**src/hw/rtl/three_wire_rtc_serial_master_assert.svh**
```systemverilog
// Assertion macros for the three-wire serial master.
// All of them sample on clk_i and are disabled while rst_ni is low.
`ifndef THREE_WIRE_RTC_SERIAL_MASTER_ASSERT_SVH
`define THREE_WIRE_RTC_SERIAL_MASTER_ASSERT_SVH

`ifndef SYNTHESIS
`define RTCSM_ASSERT(lbl, prop, msg) \
  lbl: assert property (@(posedge clk_i) disable iff (!rst_ni) (prop)) else $error(msg);
`define RTCSM_ASSERT_NEXT(lbl, ante, cons, msg) \
  lbl: assert property (@(posedge clk_i) disable iff (!rst_ni) (ante) |=> (cons)) \
    else $error(msg);
`else
`define RTCSM_ASSERT(lbl, prop, msg)
`define RTCSM_ASSERT_NEXT(lbl, ante, cons, msg)
`endif

`endif

```
**src/hw/rtl/rtcsm_pkg.sv**
```systemverilog
`timescale 1ns / 1ps
package rtcsm_pkg;

  localparam int BitsPerField = 8;
  localparam int ShiftWidth   = 2 * BitsPerField;
  localparam int BitIdxWidth  = 5;
  localparam int PhaseWidth   = 16;

  // request codes on the input tuser
  localparam logic [1:0] ReqRead  = 2'd1;
  localparam logic [1:0] ReqWrite = 2'd2;

  typedef enum logic [1:0] {
    KindTick,
    KindRead,
    KindWrite
  } req_kind_e;

  // classified request as it sits in the queue
  typedef struct packed {
    req_kind_e               kind;
    logic [ShiftWidth-1:0]   shift_word;  // {write data, command}, read bit already forced
    logic                    io;
  } req_t;

  typedef struct packed {
    logic                    rejected;
    logic [BitsPerField-1:0] read_data;
    logic                    done;
    logic                    busy;
    logic                    io_drive;
    logic                    io_out;
    logic                    serial_clock;
    logic                    chip_enable;
  } result_t;

endpackage

```
**src/hw/rtl/rtcsm_front.sv**
```systemverilog
`timescale 1ns / 1ps
module rtcsm_front import rtcsm_pkg::*; #(
  parameter int Depth = 2  // at least 2
) (
  input  logic                    clk_i,
  input  logic                    rst_ni,
  input  logic                    in_valid_i,
  output logic                    in_ready_o,
  input  logic [1:0]              in_type_i,
  input  logic [BitsPerField-1:0] in_cmd_i,
  input  logic [BitsPerField-1:0] in_wdat_i,
  input  logic                    in_io_i,
  output logic                    q_valid_o,
  output req_t                    q_req_o,
  input  logic                    q_pop_i
);

  localparam int PtrW = $clog2(Depth);
  localparam int CntW = $clog2(Depth + 1);

  req_t             mem_q [Depth];
  logic [PtrW-1:0]  wr_ptr_q, wr_ptr_d, rd_ptr_q, rd_ptr_d;
  logic [CntW-1:0]  count_q, count_d;
  req_t             req_in;
  logic             push, pop;

  always_comb begin
    req_in.io = in_io_i;
    req_in.shift_word = {in_wdat_i, in_cmd_i};
    if (in_type_i == ReqRead) begin
      req_in.kind = KindRead;
      req_in.shift_word[0] = 1'b1;
    end else if (in_type_i == ReqWrite) begin
      req_in.kind = KindWrite;
    end else begin
      req_in.kind = KindTick;
    end
  end

  assign in_ready_o = (count_q != CntW'(Depth));
  assign q_valid_o  = (count_q != '0);
  assign q_req_o    = mem_q[rd_ptr_q];
  assign push       = in_valid_i && in_ready_o;
  assign pop        = q_pop_i && q_valid_o;

  always_comb begin
    wr_ptr_d = wr_ptr_q;
    rd_ptr_d = rd_ptr_q;
    count_d  = count_q;
    if (push) begin
      wr_ptr_d = (wr_ptr_q == PtrW'(Depth - 1)) ? '0 : wr_ptr_q + 1'b1;
    end
    if (pop) begin
      rd_ptr_d = (rd_ptr_q == PtrW'(Depth - 1)) ? '0 : rd_ptr_q + 1'b1;
    end
    if (push && !pop) begin
      count_d = count_q + 1'b1;
    end else if (pop && !push) begin
      count_d = count_q - 1'b1;
    end
  end

  always_ff @(posedge clk_i or negedge rst_ni) begin
    if (!rst_ni) begin
      wr_ptr_q <= '0;
      rd_ptr_q <= '0;
      count_q  <= '0;
    end else begin
      wr_ptr_q <= wr_ptr_d;
      rd_ptr_q <= rd_ptr_d;
      count_q  <= count_d;
    end
  end

  always_ff @(posedge clk_i) begin
    if (push) begin
      mem_q[wr_ptr_q] <= req_in;
    end
  end

endmodule

```
**src/hw/rtl/rtcsm_back.sv**
```systemverilog
`timescale 1ns / 1ps
module rtcsm_back import rtcsm_pkg::*; (
  input  logic                  clk_i,
  input  logic                  rst_ni,
  input  logic                  cfg_valid_i,
  input  logic [PhaseWidth-1:0] cfg_data_i,
  input  logic                  q_valid_i,
  input  req_t                  q_req_i,
  output logic                  q_pop_o,
  output logic                  out_valid_o,
  input  logic                  out_ready_i,
  output result_t               out_res_o
);

  typedef enum logic [1:0] {
    PhClkLow,
    PhData,
    PhClkHigh,
    PhEnd
  } phase_e;

  logic [PhaseWidth-1:0]   phase_len_q;
  logic                    active_q, active_d;
  logic                    is_read_q, is_read_d;
  logic [BitIdxWidth-1:0]  bit_q, bit_d, bit_inc;
  phase_e                  phase_q, phase_d;
  logic [PhaseWidth-1:0]   tick_q, tick_d;
  logic [ShiftWidth-1:0]   out_shift_q, out_shift_d;
  logic [BitsPerField-1:0] in_shift_q, in_shift_d;
  logic                    ce_q, ce_d, clk_q, clk_d, io_q, io_d, drv_q, drv_d;
  logic                    out_valid_q;
  result_t                 res_q, res_d;

  logic                    step, start, reading, last_tick;
  logic [PhaseWidth-1:0]   len;

  assign out_valid_o = out_valid_q;
  assign out_res_o   = res_q;
  assign q_pop_o     = q_valid_i && (!out_valid_q || out_ready_i);
  assign step        = q_pop_o;

  assign start   = (q_req_i.kind != KindTick);
  // data bits of a read: bit index 8..15
  assign reading = is_read_q && (bit_q[BitIdxWidth-1:3] == 2'b01);
  assign len     = (phase_len_q == '0) ? PhaseWidth'(1) : phase_len_q;
  assign last_tick = ({1'b0, tick_q} + 17'd1) >= {1'b0, len};
  assign bit_inc = bit_q + 1'b1;

  always_comb begin
    active_d    = active_q;
    is_read_d   = is_read_q;
    bit_d       = bit_q;
    phase_d     = phase_q;
    tick_d      = tick_q;
    out_shift_d = out_shift_q;
    in_shift_d  = in_shift_q;
    ce_d        = ce_q;
    clk_d       = clk_q;
    io_d        = io_q;
    drv_d       = drv_q;
    res_d       = '0;

    if (start && !active_q) begin
      active_d    = 1'b1;
      is_read_d   = (q_req_i.kind == KindRead);
      out_shift_d = q_req_i.shift_word;
      in_shift_d  = '0;
      bit_d       = '0;
      phase_d     = PhClkLow;
      tick_d      = '0;
      ce_d        = 1'b1;
      clk_d       = 1'b0;
      io_d        = 1'b1;
      drv_d       = 1'b1;
    end else begin
      res_d.rejected = start;  // only reached here with a start when busy
      if (active_q) begin
        if (phase_q == PhEnd) begin
          ce_d       = 1'b0;
          drv_d      = 1'b1;
          active_d   = 1'b0;
          res_d.done = 1'b1;
          phase_d    = PhClkLow;
          tick_d     = '0;
          bit_d      = '0;
          if (is_read_q) begin
            res_d.read_data = in_shift_q;
          end
        end else begin
          if (tick_q == '0) begin
            case (phase_q)
              PhClkLow: begin
                clk_d = 1'b0;
                if (reading) begin
                  drv_d = 1'b0;
                end
              end
              PhData: begin
                if (reading) begin
                  if (q_req_i.io) begin
                    in_shift_d[bit_q[2:0]] = 1'b1;
                  end
                end else begin
                  io_d = out_shift_q[bit_q[3:0]];
                end
              end
              default: clk_d = 1'b1;
            endcase
          end
          if (last_tick) begin
            tick_d = '0;
            if (phase_q == PhClkHigh) begin
              bit_d   = bit_inc;
              phase_d = bit_inc[BitIdxWidth-1] ? PhEnd : PhClkLow;
            end else begin
              phase_d = phase_e'(phase_q + 2'd1);
            end
          end else begin
            tick_d = tick_q + 1'b1;
          end
        end
      end
    end

    res_d.chip_enable  = ce_d;
    res_d.serial_clock = clk_d;
    res_d.io_out       = io_d;
    res_d.io_drive     = drv_d;
    res_d.busy         = active_d;
  end

  always_ff @(posedge clk_i or negedge rst_ni) begin
    if (!rst_ni) begin
      phase_len_q <= PhaseWidth'(1);
      active_q    <= 1'b0;
      is_read_q   <= 1'b0;
      bit_q       <= '0;
      phase_q     <= PhClkLow;
      tick_q      <= '0;
      out_shift_q <= '0;
      in_shift_q  <= '0;
      ce_q        <= 1'b0;
      clk_q       <= 1'b0;
      io_q        <= 1'b0;
      drv_q       <= 1'b1;
      out_valid_q <= 1'b0;
    end else begin
      if (cfg_valid_i) begin
        phase_len_q <= cfg_data_i;
      end
      if (step) begin
        active_q    <= active_d;
        is_read_q   <= is_read_d;
        bit_q       <= bit_d;
        phase_q     <= phase_d;
        tick_q      <= tick_d;
        out_shift_q <= out_shift_d;
        in_shift_q  <= in_shift_d;
        ce_q        <= ce_d;
        clk_q       <= clk_d;
        io_q        <= io_d;
        drv_q       <= drv_d;
        out_valid_q <= 1'b1;
      end else if (out_ready_i) begin
        out_valid_q <= 1'b0;
      end
    end
  end

  always_ff @(posedge clk_i) begin
    if (step) begin
      res_q <= res_d;
    end
  end

endmodule

```
**src/hw/rtl/three_wire_rtc_serial_master.sv**
```systemverilog
`timescale 1ns / 1ps
// A tick's result reaches m_axis through the request queue, then the output register.
// Throughput: one tick per cycle unless m_axis stalls; pin state updates once per popped tick.
// Backpressure on m_axis fills the request queue (QUEUE_DEPTH entries) before s_axis stalls.
// Reset (rst_ni low, async): idle, chip enable low, clock low, data driven, phase length 1.
module three_wire_rtc_serial_master import rtcsm_pkg::*; #(
  parameter int QUEUE_DEPTH = 2
) (
  input  logic                  clk_i,
  input  logic                  rst_ni,
  input  logic                  cfg_valid_i,
  output logic                  cfg_ready_o,
  input  logic [PhaseWidth-1:0] cfg_data_i,     // phase_length
  input  logic                  s_axis_tvalid_i,
  output logic                  s_axis_tready_o,
  input  logic [23:0]           s_axis_tdata_i, // cmd_address, write_data, io_in, zero pad
  input  logic [1:0]            s_axis_tuser_i, // req_type
  output logic                  m_axis_tvalid_o,
  input  logic                  m_axis_tready_i,
  output logic [15:0]           m_axis_tdata_o  // chip_enable, serial_clock, io_out, io_drive,
                                                // busy_res, done_res, read_data, rejected, pad
);

  `include "three_wire_rtc_serial_master_assert.svh"

  logic    q_valid, q_pop;
  req_t    q_req;
  result_t res;
  logic    out_done, out_busy, out_rej;

  assign cfg_ready_o = 1'b1;

  rtcsm_front #(
    .Depth (QUEUE_DEPTH)
  ) u_front (
    .clk_i      (clk_i),
    .rst_ni     (rst_ni),
    .in_valid_i (s_axis_tvalid_i),
    .in_ready_o (s_axis_tready_o),
    .in_type_i  (s_axis_tuser_i),
    .in_cmd_i   (s_axis_tdata_i[7:0]),
    .in_wdat_i  (s_axis_tdata_i[15:8]),
    .in_io_i    (s_axis_tdata_i[16]),
    .q_valid_o  (q_valid),
    .q_req_o    (q_req),
    .q_pop_i    (q_pop)
  );

  rtcsm_back u_back (
    .clk_i       (clk_i),
    .rst_ni      (rst_ni),
    .cfg_valid_i (cfg_valid_i),
    .cfg_data_i  (cfg_data_i),
    .q_valid_i   (q_valid),
    .q_req_i     (q_req),
    .q_pop_o     (q_pop),
    .out_valid_o (m_axis_tvalid_o),
    .out_ready_i (m_axis_tready_i),
    .out_res_o   (res)
  );

  assign m_axis_tdata_o = {1'b0, res};

  assign out_done = m_axis_tvalid_o && res.done;
  assign out_busy = m_axis_tvalid_o && res.busy;
  assign out_rej  = m_axis_tvalid_o && res.rejected;

  // a start on the ending tick is rejected while the transfer reports done
  `RTCSM_ASSERT(a_done_idle, out_done |-> (!res.chip_enable && !res.busy), "done while still busy")
  `RTCSM_ASSERT(a_busy_ce, out_busy |-> res.chip_enable, "busy without chip enable")
  `RTCSM_ASSERT(a_reject_busy, out_rej |-> (res.busy || res.done), "reject reported while idle")
  `RTCSM_ASSERT_NEXT(a_queue_fill, (s_axis_tvalid_i && s_axis_tready_o), q_valid, "queue empty")

endmodule
```
**config.mk**
```make
export PLATFORM = sky130hd
export DESIGN_NAME = three_wire_rtc_serial_master
export DESIGN_NICKNAME = d
export VERILOG_FILES = /design/src/hw/rtl/rtcsm_pkg.sv /design/src/hw/rtl/rtcsm_front.sv /design/src/hw/rtl/rtcsm_back.sv /design/src/hw/rtl/three_wire_rtc_serial_master.sv
export VERILOG_INCLUDE_DIRS = /design/src /design/src/hw/rtl
export SDC_FILE = /design/constraint.sdc
export NUM_CORES = 1
export LEC_CHECK = 0
export BUFFER_PORTS_ARGS = -buffer_cell sky130_fd_sc_hd__buf_4
export CORE_ASPECT_RATIO = 1.4
export CORE_MARGIN = 2
export CORE_UTILIZATION = 35
export DETAILED_ROUTE_END_ITERATION = 7
export GPL_ROUTABILITY_DRIVEN = 0
export GPL_TIMING_DRIVEN = 0
export REMOVE_ABC_BUFFERS = 1
export SETUP_SLACK_MARGIN = 0.02
export SLEW_MARGIN = 30
export SYNTH_ARGS = -nofsm -noshare
export SYNTH_HDL_FRONTEND = slang
export SYNTH_SLANG_ARGS = --single-unit
```
**constraint.sdc**
```tcl
create_clock -name clk_i -period 3.7 [get_ports clk_i]
set_input_delay 0.74 -clock clk_i [delete_from_list [all_inputs] [get_ports clk_i]]
set_output_delay 0.74 -clock clk_i [all_outputs]
set_load 0.01 [all_outputs]
```
* After elaboration in Yosys (flattened, before gate mapping)
Memory sizes are Yosys's and may differ from the RTL's.
Cells that the tools add are included.
** Operators by class
- Eq/ne operators :: 9
- Bitwise logic cells :: 4
- Magnitude comparators :: 4
- Muxes and demuxes :: 62
- Reductions and logical operators :: 34
- $add $sub $neg :: 8
** Operators with widths (count)
- 16-bit two-way mux :: 5
- 8-bit two-way mux :: 7
- 16-bit zero test :: 2
- 1-bit two-way mux :: 32
- 5-bit two-way mux :: 5
- 2-bit two-way mux :: 10
- 2-bit nonzero test :: 9
- 16-bit by 1-bit adder with 17-bit output, second input constant :: 1
- 17-bit by 16-bit >= comparator with 1-bit output :: 1
- 16-bit by 1-bit adder with 16-bit output, second input constant :: 1
- 2-bit by 1-bit equality test with 1-bit output, second input constant :: 4
- 1-bit logical AND :: 8
- 8-bit bitwise OR :: 1
- 7-bit AND reduction :: 1
- 2-bit equality test, second input constant :: 3
- 3-bit nonzero test :: 2
- 5-bit by 1-bit adder with 5-bit output, second input constant :: 1
- 4-bit by 5-bit < comparator with 1-bit output, second input constant :: 1
- 2-bit by 1-bit adder with 2-bit output, second input constant :: 2
- 1-bit binary-select mux with 4-bit select :: 1
- 1-bit zero test :: 4
- 3-bit by 4-bit < comparator with 1-bit output, second input constant :: 1
- 2-bit AND reduction :: 2
- 4-bit AND reduction :: 1
- other kinds (13) :: 16
** Storage, ports and cells
- RAM bits :: 38
- Input port bits :: 47
- Flip-flop bits (word level) :: 89
- Memories kept :: 1
** Memory list
- u_front.mem_q :: words 2, bits a word 19, rd ports 1, clocked after Yosys merged registers in 0, wr ports 1, line rtcsm_front.sv:21 : req_t mem_q [Depth];

* Depth between registers and ports, before layout
- Depth in word-level cells :: 12
- Mapped depth :: 15

* By module
A second synthesis with hierarchy kept.
** Unflattened totals
- Cells, all modules :: 548
- Area, all modules :: 6082.1 sq um
** Modules (own cells, without submodules)
- rtcsm_back :: instances 1, area each 4451.8 sq um, cells each 464
- rtcsm_front :: instances 1, area each 1607.8 sq um, cells each 80
- three_wire_rtc_serial_master :: instances 1, area each 22.5 sq um, cells each 4

* Worst setup path after synthesis
No wires, ideal clock.
- Path type :: flip-flop to flip-flop
- Start point :: register u_back.tick_q[0]
- End point :: register u_back.bit_q[4]
- Buffers on the path :: 0
- Setup slack :: 0.883 ns
- Library setup time :: 0.125 ns
- Data arrival time :: 2.692 ns
- Data required time :: 3.575 ns
- Clock period less this slack :: 2.817 ns
- Stages on the path, launching flop included :: 13
- Path through :: dfrtp_1 ha_1 nand3_2 nor4_4 nand3_1 xnor2_1 ha_1 nand4_1 nor2_1 a211oi_2 nand4_2 and2_4 mux2_4
** On the way
- Word-level cells in the longest chain between the ends :: 4
** RTL lines
- start: declaration :: line rtcsm_back.sv:27 : logic [PhaseWidth-1:0] tick_q, tick_d;
- start signal: assignment :: line rtcsm_back.sv:156 : tick_q <= tick_d;
- 16-bit by 1-bit adder with 17-bit output :: line rtcsm_back.sv:46 : assign last_tick = ({1'b0, tick_q} + 17'd1) >= {1'b0, len};
- 17-bit by 16-bit >= comparator with 1-bit output :: line rtcsm_back.sv:46
- 3-bit nonzero test (no line)
- 4-bit AND reduction (no line)
- end signal: assignment :: line rtcsm_back.sv:154 : bit_q <= bit_d;
- end: declaration :: line rtcsm_back.sv:25 : logic [BitIdxWidth-1:0] bit_q, bit_d, bit_inc;
Every way passes these cells.
A chain may end at the register's enable or synchronous reset.

* Final worst setup path
Ends and elaborated chain as after synthesis.

==> metrics.cfg <==
[worst_setup_path]
cp.required_ns=4.00
worstPathCellList=ha_1, nand3_2, nor4_4, nand3_1, xnor2_1, ha_1, nand4_1, nor2_2, a211oi_4, nand4_4, and2_4, mux2_4
cp_common_cell=ha_1
cp_max_fo=6
slowest_stage=dfrtp_1
crit_path_end_kind=flop
critPathArrivalTime_ns=3.72
start_kind=flop
max_stage_delay_ns=0.43
path_class=flop to flop

[power]
p_sw_frac=0.326
pwr-share-comb=0.281
p_sw_w=0.00183
ir_drop_mv=0.369
power_density_nw_per_um2=769
p_leak_nw=3.14
p_seq_frac=0.403
p_total_w=0.00563
p_clk_frac=0.316
power.internal_w=0.00379

[global_route]
groute.usage.overall=0.145
grt_overflow=0
grt_max_degree=75
grt_pass1_vias=4251
grt_pass1_wl_um=20500
antenna_found_initial=0

[timing]
finalMaxSlewViolations=0
worstMarginPinSlew_ns=0.750
finalCriticalPeriod_ns=3.42
period_share=0.924
finalHoldViolCount=0
max_freq_mhz=292
setup_viol=0
rsz0062_at_grt=false
skew_ns=0.00461
maxSlewHeadroom=0.498

[floorplan]
die_h_um=158
die_width_um=114
coreArea_um2=16700
rows=56
dieArea_um2=18100
io_pins=66
start_util=0.356

[detailed_routing]
drc=0
vias_per_cell=5.14
route.vias.total=4172
first_iter_violations=180
first_pass_iters=4
routed_wl_um=12500
final_antenna_net_count=0
wl_per_cell_um=15.4

[synth]
async_flop_share=0.583
syn_area_um2=5960
synth-edff-count=53
ys.flop_type=dfrtp_1
syn_avg_cell_area_um2=11.1
synthCells=535
yosys_register_bits=127
synth_warnings=0
ys_types=62
synth.yosys.seq_area_share=0.578

[cts]
ctsHoldBuffers=0
insertion_delay_ns=0.41
cts_tree=built
cts.sinks=127
cts-root-buf=clkbuf_16
cts_buffers=17
path_clk_slew_ns=0.05
htreeDepth=4
clk_path_buf_depth=2

[place]
dp_hpwl_um=8560
portBuffers=56

[min_path]
min_path_type=primary input to asynchronous set/reset pin

[cells_and_area]
drive_gt1_frac=0.206
utilization=0.437
syn_to_final_growth_pct=22.7
antenna_cells=0
fin_nets=662

[status]
status=finished clean

[job]
drv_cap=0

==> stage by stage <==
step	setup WS [ns]	hold WS (ns)	TNS (ns)	area [um^2]	std cells
5_1_grt	0.0674	0.409	0	7310	811
4_1_cts	0.115	0.490	0	7190	801
2_1_floorplan	0.551	0.444	0	5840	509
6_report	0.280	0.353	0	7310	811
3_3_place_gp	-0.515	0.468	-3.63	6520	768
3_5_place_dp	-0.107	0.483	-0.595	6540	769
==> flip-flops by register name, summed over array words and instances, names as in the netlist <==
| signal | flops |
|---|---|
| u_back.io_q | 1 |
| u_back.tick_q | 16 |
| u_front.wr_ptr_q | 1 |
| u_front.count_q | 2 |
| u_back.ce_q | 1 |
| u_back.clk_q | 1 |
| u_back.drv_q | 1 |
| u_back.out_valid_o | 1 |
| u_back.phase_len_q | 16 |
| u_back.phase_q | 2 |
| u_front.rd_ptr_q | 1 |
| u_back.bit_q | 5 |
| u_back.in_shift_q | 8 |
| u_back.active_q | 1 |
| u_back.out_shift_q | 16 |
| u_back.is_read_q | 1 |
| u_front.mem_q | 38 |
| u_back.out_res_o | 15 |
==> cell usage after synthesis, types with 2 or more instances <==
master	count	area (um^2)
a211oi_1	4	30.0
o21ai_1	14	70.1
dfrtp_1	72	1800
nor3_2	3	30.0
conb_1	2	7.51
a22o_1	7	61.3
o21a_1	9	67.6
a21oi_1	27	135
nor3_1	9	45.0
inv_1	25	93.8
clkbuf_1	13	48.8
nand3_1	19	95.1
nand2b_1	4	25.0
nor4_1	7	43.8
mux2_2	4	45.0
edfxtp_1	53	1590
xor2_1	11	96.3
nor2_1	43	161
o211ai_1	4	30.0
mux2i_1	21	210
ha_1	20	250
nand3b_1	5	37.5
nand2_1	54	203
buf_2	9	45.0
nand4_1	4	25.0
and3_1	12	75.1
dfstp_2	2	52.6
o31ai_1	2	15.0
o21ai_0	27	135
xnor2_1	9	78.8
or3_1	2	12.5
o311ai_1	2	17.5
buf_4	3	22.5
nor2b_1	5	31.3
==> worst paths after layout <==
check / start / endpoint / slack, ns / cells past startpoint
worst max-delay path: u_back.tick_q[0] / u_back.bit_q[4] / 0.28 / 12
worst min-delay path: rst_ni / u_back.phase_len_q[13] / 0.35 / 1
worst max register to register: u_back.tick_q[0] / u_back.bit_q[4] / 0.28 / 12
worst min register to register: u_back.drv_q / u_back.drv_q / 0.49 / 2
max in group asynchronous: rst_ni / u_front.rd_ptr_q / 2.82 / 1
min in group clk_i: u_back.drv_q / u_back.drv_q / 0.49 / 2
==> placed cells by master (no fill, tap or decap), types with 7 or more instances in the layout <==
| master | n |
|---|---|
| dfrtp_1 | 71 |
| buf_4 | 63 |
| nand2_1 | 54 |
| edfxtp_1 | 53 |
| nor2_1 | 40 |
| a21oi_1 | 27 |
| o21ai_0 | 26 |
| inv_1 | 25 |
| mux2i_1 | 21 |
| ha_1 | 20 |
| nand3_1 | 19 |
| clkbuf_16 | 18 |
| o21ai_1 | 13 |
| xor2_1 | 11 |
| and3_1 | 10 |
| o21a_1 | 9 |
| nor3_1 | 9 |
| xnor2_1 | 9 |
| a22o_1 | 7 |
| nor4_1 | 7 |
==> final cells by class <==
class                   count  area (um^2)
clock buffers              21          482
clock inverters            11          159
fillers                  1582         9430
inverters                  25         93.8
multi-input cells         359         2380
flip-flops and latches    127         3450
well taps                 203          254
repair buffers             65          495
==> metal layers <==
| layer | up-vias | routed length [um] | part of all wire | GRT usage |
|---|---|---|---|---|
| li1 | 2033 | - | - | - |
| met4 | 0 | 254 | 0.020 | 0.0639 |
| met1 | 2021 | 5260 | 0.42 | 0.169 |
| met3 | 22 | 476 | 0.038 | 0.0316 |
| met5 | - | 0 | 0 | 0 |
| met2 | 96 | 6520 | 0.52 | 0.256 |
==> power groups by stage <==
stage | clock network, W | registers [W] | logic [W]
5_1_grt | 0.00188 | 0.00233 | 0.00177
3_3_place_gp | 0 | 0.00228 | 0.00143
3_5_place_dp | 0 | 0.00230 | 0.00149
4_1_cts | 0.00181 | 0.00227 | 0.00151
6_report | 0.00178 | 0.00227 | 0.00158
2_1_floorplan | 0 | 0.00221 | 0.000996
==> cells by family after synthesis <==
| family | Yosys count | share of synthesized area |
|---|---|---|
| other | 2 | 0.00126 |
| flip-flops | 127 | 0.578 |
| multiplexers | 27 | 0.0472 |
| buffers and inverters | 51 | 0.0359 |
| XOR/XNOR | 20 | 0.0294 |
| adder cells (fa/ha/maj) | 20 | 0.0420 |
| AND/OR/NAND/NOR | 178 | 0.151 |
| AO/OA/AOI/OAI | 110 | 0.115 |
==> critical path, delay by kind of cell (launching register included) <==
family	cells	cell delay, ns
flops	1	0.43
compound gates	1	0.43
simple gates	7	1.29
fa+ha+maj	2	0.58
mux	1	0.29
xor+xnor	1	0.27
==> what timing repair did <==
action / CTS / global route
gates resized for setup: 1 / 5
cloned: 0 / 2
pin swaps: 0 / 5
setup buffers: 0 / 8
setup endpoints to repair: 8 / 14
Power figures use the tool's default switching activity.
